## src/sv/stsel_pkg.sv

```systemverilog
// Package for the scale tone selector: constants, codes, FSM states and cell control.
// No dependencies.
`default_nettype none
package stsel_pkg;

  localparam int DEF_OCTAVES = 5;
  localparam int SEMIS_PER_OCT = 12;

  localparam logic [6:0] NO_SEL_PITCH = 7'd24;
  localparam logic [6:0] LAST_PITCH_RST = 7'd127;
  localparam logic [3:0] MAX_BASE = 4'd11;

  localparam logic [1:0] ACT_SAMPLE = 2'd0;
  localparam logic [1:0] ACT_TOGGLE = 2'd1;
  localparam logic [1:0] ACT_CLEAR = 2'd2;

  localparam logic [1:0] RANGE_ALL = 2'd0;
  localparam logic [1:0] RANGE_INNER = 2'd1;

  typedef enum logic [2:0] {
    ST_IDLE,
    ST_COUNT,
    ST_CALC,
    ST_PICK,
    ST_DONE
  } state_t;

  typedef struct packed {
    logic shift;
    logic clear;
  } cell_ctl_t;

endpackage
`default_nettype wire

```

## src/sv/stsel_cell.sv

```systemverilog
// One tone cell: holds the on/off bit of one semitone, rotates it to its neighbor.
// Depends on stsel_pkg.
`default_nettype none
module stsel_cell (
  input  wire                   clk,
  input  wire                   rst,
  input  stsel_pkg::cell_ctl_t  ctl,
  input  wire                   toggle_hit,
  input  wire                   d,
  output logic                  q
);
  import stsel_pkg::*;

  always_ff @(posedge clk) begin
    if (rst || ctl.clear) begin
      q <= 1'b0;
    end else if (toggle_hit) begin
      q <= ~q;
    end else if (ctl.shift) begin
      q <= d;
    end
  end

endmodule
`default_nettype wire

```

## src/sv/scale_tone_selector_top.sv

```systemverilog
// Scale tone selector top: ring of tone cells plus the count/pick sequencer.
// Depends on stsel_pkg and stsel_cell.
// Each request passes through ST_COUNT, ST_CALC, ST_PICK and ST_DONE: the ring rotates once to
// count in-range tones, once more to find the picked tone; the result is loaded into
// m_tdata in ST_DONE when the output slot is free.
// A new request is taken in the cycle after the result is loaded, even while it waits.
// Synchronous reset clears all tones, range_mode to 0 and the last pitch to 127.
`default_nettype none
module scale_tone_selector_top #(
  parameter int OCTAVES = stsel_pkg::DEF_OCTAVES
) (
  input  wire         clk,
  input  wire         rst,
  input  wire         cfg_we,
  input  wire  [1:0]  cfg_wdata,      // range_mode
  input  wire         s_tvalid,
  output logic        s_tready,
  input  wire  [31:0] s_tdata,        // action[1:0], toggle_tone[9:2], signal_position[21:10],
                                      // signal_present[22], base_tone[26:23], zero[31:27]
  output logic        m_tvalid,
  input  wire         m_tready,
  output logic [23:0] m_tdata         // pitch_semitones[6:0], selected[7], selected_tone[13:8],
                                      // active_count[19:14], changed[20], zero[23:21]
);
  import stsel_pkg::*;

  localparam int NTONES = OCTAVES * SEMIS_PER_OCT;
  localparam int IDXW = $clog2(NTONES);
  localparam int CNTW = $clog2(NTONES + 1);
  localparam logic [IDXW-1:0] LAST_IDX = IDXW'(NTONES - 1);
  localparam logic [IDXW-1:0] LO_INNER = IDXW'(SEMIS_PER_OCT);
  localparam logic [IDXW-1:0] LO_MID = IDXW'(2 * SEMIS_PER_OCT);
  localparam logic [IDXW-1:0] HI_INNER = IDXW'(NTONES - 1 - SEMIS_PER_OCT);
  localparam logic [IDXW-1:0] HI_MID = IDXW'(NTONES - 1 - 2 * SEMIS_PER_OCT);

  state_t state, state_next;
  cell_ctl_t ctl;

  logic [1:0]       range_mode;
  logic [11:0]      pos;
  logic             present;
  logic [3:0]       base;
  logic [IDXW-1:0]  step;
  logic [CNTW-1:0]  count;
  logic [CNTW-1:0]  pick;
  logic [CNTW-1:0]  seen;
  logic [IDXW-1:0]  sel;
  logic             have;
  logic [6:0]       last_pitch;

  logic [NTONES-1:0] tone;
  logic              accept;
  logic [1:0]        in_action;
  logic [7:0]        in_toggle;
  logic [IDXW-1:0]   lo, hi;
  logic              head_hit;
  logic [CNTW+11:0]  product;
  logic [3:0]        base_sat;
  logic [6:0]        pitch;
  logic [5:0]        count_sat;
  logic              load_out;

  assign accept = s_tvalid && s_tready;
  assign in_action = s_tdata[1:0];
  assign in_toggle = s_tdata[9:2];

  for (genvar i = 0; i < NTONES; i++) begin : g_cell
    localparam int NXT = (i + 1) % NTONES;
    logic hit;
    assign hit = accept && (in_action == ACT_TOGGLE) && !in_toggle[7]
                 && (in_toggle[6:0] == 7'(i));
    stsel_cell u_cell (
      .clk        (clk),
      .rst        (rst),
      .ctl        (ctl),
      .toggle_hit (hit),
      .d          (tone[NXT]),
      .q          (tone[i])
    );
  end

  always_comb begin
    case (range_mode)
      RANGE_ALL: begin
        lo = '0;
        hi = LAST_IDX;
      end
      RANGE_INNER: begin
        lo = LO_INNER;
        hi = HI_INNER;
      end
      default: begin
        lo = LO_MID;
        hi = HI_MID;
      end
    endcase
  end

  assign head_hit = tone[0] && (step >= lo) && (step <= hi);
  assign product = CNTW'(count) * 12'(pos);
  assign base_sat = (base > MAX_BASE) ? MAX_BASE : base;
  assign pitch = have ? (7'(sel) + 7'(base_sat)) : NO_SEL_PITCH;
  assign count_sat = (CNTW'(count) > CNTW'(63)) ? 6'd63 : 6'(count);
  assign load_out = (state == ST_DONE) && (!m_tvalid || m_tready);

  always_comb begin
    state_next = state;
    case (state)
      ST_IDLE:  if (accept) state_next = ST_COUNT;
      ST_COUNT: if (step == LAST_IDX) state_next = ST_CALC;
      ST_CALC:  state_next = ST_PICK;
      ST_PICK:  if (step == LAST_IDX) state_next = ST_DONE;
      ST_DONE:  if (!m_tvalid || m_tready) state_next = ST_IDLE;
      default:  state_next = ST_IDLE;
    endcase
  end

  always_comb begin
    s_tready = (state == ST_IDLE);
    ctl.shift = (state == ST_COUNT) || (state == ST_PICK);
    ctl.clear = accept && (in_action == ACT_CLEAR);
  end

  always_ff @(posedge clk) begin
    if (rst) begin
      state <= ST_IDLE;
      range_mode <= RANGE_ALL;
      last_pitch <= LAST_PITCH_RST;
      m_tvalid <= 1'b0;
    end else begin
      state <= state_next;
      if (cfg_we) range_mode <= cfg_wdata;
      if (load_out) begin
        m_tvalid <= 1'b1;
        last_pitch <= pitch;
      end else if (m_tready) begin
        m_tvalid <= 1'b0;
      end
    end
  end

  always_ff @(posedge clk) begin
    if (accept) begin
      pos <= s_tdata[21:10];
      present <= s_tdata[22];
      base <= s_tdata[26:23];
      step <= '0;
      count <= '0;
    end
    case (state)
      ST_COUNT: begin
        step <= (step == LAST_IDX) ? '0 : step + 1'b1;
        if (head_hit) count <= count + 1'b1;
      end
      ST_CALC: begin
        pick <= product[CNTW+11:12];
        seen <= '0;
        sel <= '0;
        have <= 1'b0;
      end
      ST_PICK: begin
        step <= (step == LAST_IDX) ? '0 : step + 1'b1;
        if (head_hit && present) begin
          if (seen == pick && !have) begin
            sel <= step;
            have <= 1'b1;
          end
          seen <= seen + 1'b1;
        end
      end
      default: ;
    endcase
    if (load_out) begin
      m_tdata <= {3'b000, (pitch != last_pitch), count_sat, 6'(sel), have, pitch};
    end
  end

endmodule
`default_nettype wire

```

## config.mk

```make
export PLATFORM = sky130hd
export DESIGN_NAME = scale_tone_selector_top
export DESIGN_NICKNAME = d
export VERILOG_FILES = /design/src/sv/stsel_pkg.sv /design/src/sv/stsel_cell.sv /design/src/sv/scale_tone_selector_top.sv
export SDC_FILE = /design/constraint.sdc
export NUM_CORES = 1
export LEC_CHECK = 0
export BUFFER_PORTS_ARGS = -buffer_cell sky130_fd_sc_hd__clkbuf_2
export CAP_MARGIN = 20
export CORE_MARGIN = 2
export CORE_UTILIZATION = 44
export CTS_BUF_LIST = sky130_fd_sc_hd__clkbuf_8
export DETAILED_ROUTE_END_ITERATION = 8
export GPL_TIMING_DRIVEN = 0
export PLACE_DENSITY = 0.6
export SLEW_MARGIN = 20
export SYNTH_ARGS = -nofsm -noshare
export SYNTH_HDL_FRONTEND = slang
export SYNTH_SLANG_ARGS = --single-unit
```

## constraint.sdc

```tcl
create_clock -name clk -period 10.98 [get_ports clk]
set_input_delay 1.098 -clock clk [delete_from_list [all_inputs] [get_ports clk]]
set_output_delay 1.098 -clock clk [all_outputs]
set_load 0.1 [all_outputs]
```

[Word level (Yosys, flattened, before mapping)]
Cells that the tools add are included.
Word-level totals
  flip-flop bits (word level): 142
  output and inout bits: 26
  logic and storage cells: 509
Cells by class
  $mul: 1
  add/subtract/negate cells: 4
  equal/unequal tests: 75
  $lt $le $gt $ge: 4
  reductions and logical operators: 145
  bitwise logic cells: 60
  muxes and demuxes: 145
Operators with widths (number)
  $eq A7 B6 Y1 const B: 28
  $reduce_bool A2 Y1: 63
  $mux W1: 124
  $eq A7 B5 Y1 const B: 16
  $logic_and A1 B1 Y1: 69
  $not A1 Y1: 60
  $eq A7 B4 Y1 const B: 8
  $mux W6: 9
  $eq A7 B3 Y1 const B: 4
  $pmux W6 S2: 2
  $pmux W5 S2: 2
  $add A6 B1 Y6 const B: 3
  $mul A6 B12 Y18: 1
  $pmux W3 S5: 1
  $eq A7 B2 Y1 const B: 2
  $mux W3: 4
  $ne A2 B1 Y1 const B: 4
  $add A6 B4 Y7: 1
  $eq A7 B1 Y1 const B: 1
  $logic_not A7 Y1: 1
  $mux W7: 1
  $ne A7 B7 Y1: 1
  $eq A3 B2 Y1 const B: 2
  $eq A6 B6 Y1: 1
  other kinds (20): 26

[Longest topological paths before layout]
  depth after elaboration: 8
  depth in mapped cells: 15
  gate-level depth less buffers: 14

[Cells and area by module]
Synthesis repeated with hierarchy kept, for this count alone.
Second synthesis, totals
  cells, all modules: 914
  area, all modules: 9260.1 um^2
Modules (own cells, without submodules)
  scale_tone_selector_top: instances 1, cells an instance 614, area an instance 6032.0 um^2
  stsel_cell: instances 60, cells an instance 5, area an instance 53.8 um^2

[Least setup slack after synthesis]
No wires, ideal clock.
  path kind: register to register
  from: reg count[4]
  to: reg pick[3], data pin
  setup slack: 7.147 ns
  stages on the path, launching flop included: 15
  path buffers: 1
  arrival: 3.571 ns
  library setup time: 0.262 ns
  period minus slack after synthesis: 3.833 ns
  path through: dfxtp_1 clkbuf_1 and2_1 fa_1 fa_1 inv_1 fa_1 inv_1 ha_1 a21oi_1 a21oi_1 o211ai_1 o211ai_1 o31ai_1 xnor2_1
Between the ends
  cells in the longest elaborated chain, start to end: 1
RTL lines
  start: declaration: line scale_tone_selector_top.sv:44  | logic [CNTW-1:0] count;
  start signal: assignment: line scale_tone_selector_top.sv:153  | if (head_hit) count <= count + 1'b1;
  $mul A6 B12 Y18: line scale_tone_selector_top.sv:100  | assign product = CNTW'(count) * 12'(pos);
  net product[15]: line scale_tone_selector_top.sv:57  | logic [CNTW+11:0] product;
  end signal: assignment: line scale_tone_selector_top.sv:156  | pick <= product[CNTW+11:12];
  end: declaration: line scale_tone_selector_top.sv:45  | logic [CNTW-1:0] pick;
The timed path passes the listed nets, and every way through them passes these cells.
A chain may end at the register's enable or synchronous reset.

[Worst setup path in the final report]
  from: reg count[4]
  to: reg pick[4], data pin
Same word-level chain as after synthesis.

==> results by stage <==
Status:
- The flow ran to the end, and the final reports show no timing, DRC or antenna violations.

Worst setup path:
- The reg-to-reg startpoint is count[4].
- The critical path goes through clkbuf_1 > and2_1 > fa_1 > fa_1 > inv_1 > fa_1 > inv_1 > ha_1 > a21oi_1 > a21oi_1 > o21ai_0 > a21oi_1 > a221oi_1 > xnor2_1.
- The count of buffer and inverter cells on the critical path is 3.
- On the worst path, the slowest cell contributes a delay of 540 ps.
- The critical path in this run is classified as flip-flop to flip-flop.
- The launching element of the worst setup path is count[4].
- The slowest cell on the critical path is fa_1.
- The worst endpoint data arrival time is 4770 ps.
- Data on the critical path is required at its endpoint by 11160 ps.
- The kind of cell with the highest combined delay on the critical path is adder cells.
- The worst setup path is launched from a flip-flop.
- In this run the worst path has a maximum fanout of 10.
- The worst setup path is captured at a flip-flop.

Pwr:
- The fraction of power spent switching nets is 0.2724.
- Summing internal, switching and leakage power gives 1069 µW.
- VDD sags by at most 0.00007360 V.
- The power dissipated by switching net loads is 291.2 µW.
- The power density over the cells is 112.0 nW/µm².
- Of the total power, the clock network draws 0.355.
- The leakage power summed over all cells is 0.003744 µW.
- Of the total power, registers draw 0.539.
- The share of total power dissipated in combinational logic is 0.106.
- The internal power contribution is 777.7 µW.

Timing:
- Setup repair after global routing left no endpoint under its margin.
- Of the available clock period, the critical path in the final layout requires 0.4178.
- The setup-violating endpoint count in the final report is 0.
- The number of pins with negative max-slew slack in the final report is 0.
- Timing would allow up to 218.0 MHz.
- Summed over all failing endpoints, the final setup total negative slack is 0 ps.
- At the pin with the least slew margin, the transition time is 1013 ps.
- Clock skew on the completed layout was measured at 21.00 ps.
- The count of endpoints failing hold in the final timing report is 0.
- For the finished layout, the period the worst path requires is 4587 ps.
- Headroom to the max-slew limit came out at 0.3232.
- The worst hold margin is 465.6 ps.
- Setup slack on the critical path of the routed design comes to 6393 ps.

Routing:
- The total detailed-routing wirelength is 20250 µm.
- Dividing the detail-routed via count by the number of cells gives 5.348.
- The number of detailed-routing iterations run before antenna repair is 5.
- The number of vias after detailed routing is 6755.
- The number of nets with antenna violations after detailed routing is 0.
- The wire length per cell is 16.03 µm.
- After detailed routing, the number of remaining DRC violations is 0.
- After the first detailed-routing iteration, the DRC count stood at 355.

Placement:
- The count of buffers inserted at the top-level ports is 56.
- The setup slack after placement is 6403 ps.
- Once placement completed, the tool counted placed cells totaling 1231.
- The final RePlAce weighted congestion is 0.8276.
- Detailed placement ended at an HPWL of 14430 µm.

Floorplanning:
- 65 I/O pins were placed.
- The floorplan step defined a core boundary enclosing 19270 µm².
- The number of placement rows is 51.
- The die boundary height is 143.7 µm.
- The overall die area is 20640 µm².
- The effective utilization at floorplan is 0.4453.
- The die width is 143.7 µm.

Logic synthesis:
- After synthesis the netlist holds a flip-flop and latch count of 142.
- The share of synthesized flip-flops with an asynchronous set or reset is 0.
- Of the post-synthesis cell area, the dominant cell type holds 0.2205.
- The cell count after synthesis came out at 908.
- Among all flip-flop cells after synthesis, the most frequent one is dfxtp_1.
- Ranked by total cell area, the synthesized netlist is headed by edfxtp_1 (22%), dfxtp_1 (18%), fa_1 (9.6%), o211ai_1 (5.6%), ha_1 (5.4%).
- The synthesized area is 8581 µm².
- Counting flops with a built-in enable in the synthesized netlist gives 63.
- The post-synthesis cell type with the largest combined area is edfxtp_1.
- Yosys mapped the design onto 61 distinct sky130hd cell types.
- The per-instance average area after synthesis is 9.450 µm².
- The register area share after synthesis is 0.4048.
- Yosys printed 0 warnings.

Min path:
- The worst min-delay path startpoint is last_pitch[4].
- In this run the worst hold path is classified as flip-flop to flip-flop.

GRT:
- The via count of the first global-routing pass was 6543.
- The number of antenna violations at the first check in global routing is 0.
- The total global routing overflow is 0.
- The wire length of the first global-routing pass is 33130 µm.
- The largest net degree at the start of global routing is 24.
- For this run, the total global-route usage over all layers was measured as 0.2052.

CTS:
- In this run the post-CTS setup repair buffer count came out at 0.
- The number of gates resized after CTS is 0.
- The H-tree generated during clock tree synthesis spans 4 levels.
- CTS saw 142 sinks.
- The CTS tree is built.
- In this run, post-CTS hold repair placed 0 buffers.
- The root buffer cell chosen for the clock tree is clkbuf_8.
- After clock tree synthesis, the clock-pin slew on the worst setup and hold paths is 80 ps.
- The number of clock buffers inserted by TritonCTS is 17.
- The clock latency of the later-clocked register in the worst-skew pair is 450 ps.
- Counting along the longest clock path gives a buffer depth of 2.

Cells and area:
- Summing all multi-input logic gate instances after layout gives 4526 µm².
- The area growth from synthesis to layout is 11.26%.
- In the layout the commonest cells are inv_1 (87), a21oi_1 (87), dfxtp_1 (79), nand2_1 (74), o211ai_1 (64).
- After the last flow step, the layout net total stands at 1102.
- The diode insertion count for antenna repair is 0.
- The area occupied by registers is 3473 µm².
- Excluding fillers, the count of instances in the completed layout stands at 1263.
- The proportion of layout cells with a drive suffix above 1 is 0.1072.
- The filler cell count in the final layout is 1886.

Job:
- The number of maximum-capacitance violations is 0.
-- cell usage after synthesis (all sizes together) (3+ instances only) --
cell type	number
inv	82
o211ai	64
dfxtp	79
nor3	45
and2	53
or3	25
fa	41
edfxtp	63
xnor2	12
a21oi	87
nand2b	5
or2	3
nand3	14
a31oi	26
o21ai	8
a21o	9
ha	37
mux2i	6
xor2	14
nor2	32
nor2b	6
nand3b	4
nand2	76
nand4	6
buf	11
and3	9
a211o	9
clkbuf	52
-- stage by stage --
stage / cell area [µm²] / utilization
global placement: 9200 / 0.4774
global route: 9547 / 0.4954
floorplan: 8588 / -
CTS: 9547 / 0.4954
finish: 9547 / 0.4954
detailed placement: 9200 / 0.4774
-- cells by family (layout without fill, tap and decap cells) --
group / count (synthesis) / in the layout / synth area share
AOI/OAI and AO/OA: 220 / 220 / 0.1642
xor gates and xnor gates: 26 / 26 / 0.02654
adders and majority gates: 78 / 78 / 0.1496
buffers and inverters: 146 / 234 / 0.06868
DFF: 142 / 142 / 0.4048
muxes: 6 / 6 / 0.006999
other: 1 / 3 / 0.0004370
and+or+nand+nor: 289 / 289 / 0.1788
-- routing by layer --
| layer | vias to the layer above | wire [µm] | share of wire | GRT usage |
|---|---|---|---|---|
| met3 | 22 | 833 | 0.041 | 0.03765 |
| met1 | 3240 | 9381 | 0.46 | 0.2690 |
| li1 | 3345 | - | - | - |
| met2 | 148 | 9783 | 0.48 | 0.3491 |
| met5 | - | 0 | 0 | 0 |
| met4 | 0 | 253 | 0.012 | 0.05573 |
-- registers in the layout, indices dropped and copies added, names as in the netlist --
name             flops
m_tvalid             1
last_pitch           7
m_tdata             21
pos                 12
g_cell.u_cell.q     60
base                 4
pick                 6
state                3
range_mode           2
count                6
sel                  6
seen                 6
present              1
step                 6
have                 1
-- layout make-up --
class / count / area share
Multi-Input combinational cell: 622 / 0.4740
Sequential cell: 142 / 0.3638
Tap cell: 265 / 0.03473
Inverter: 83 / 0.03277
Timing Repair Buffer: 56 / 0.02936
Buffer: 63 / 0.02896
Clock buffer: 19 / 0.02739
Clock inverter: 13 / 0.008912
-- power by group through the flow --
| stage | registers [µW] | clock network (µW) | logic [µW] |
|---|---|---|---|
| after floorplan | 597 | 0 | 65.9 |
| after global placement | 588 | 0 | 113 |
| after detailed placement | 588 | 0 | 113 |
| after CTS | 576 | 389 | 114 |
| after global routing | 578 | 407 | 123 |
| final | 576 | 379 | 113 |
-- worst paths after layout --
| check | to | slack (ps) | depth (start not counted) |
|---|---|---|---|
| max | pick[4] | 6390 | 14 |
| min | last_pitch[4] | 470 | 1 |
| max reg2reg | pick[4] | 6390 | 14 |
| min reg2reg | last_pitch[4] | 470 | 1 |
No activity file was read; power rests on OpenSTA's default activity.
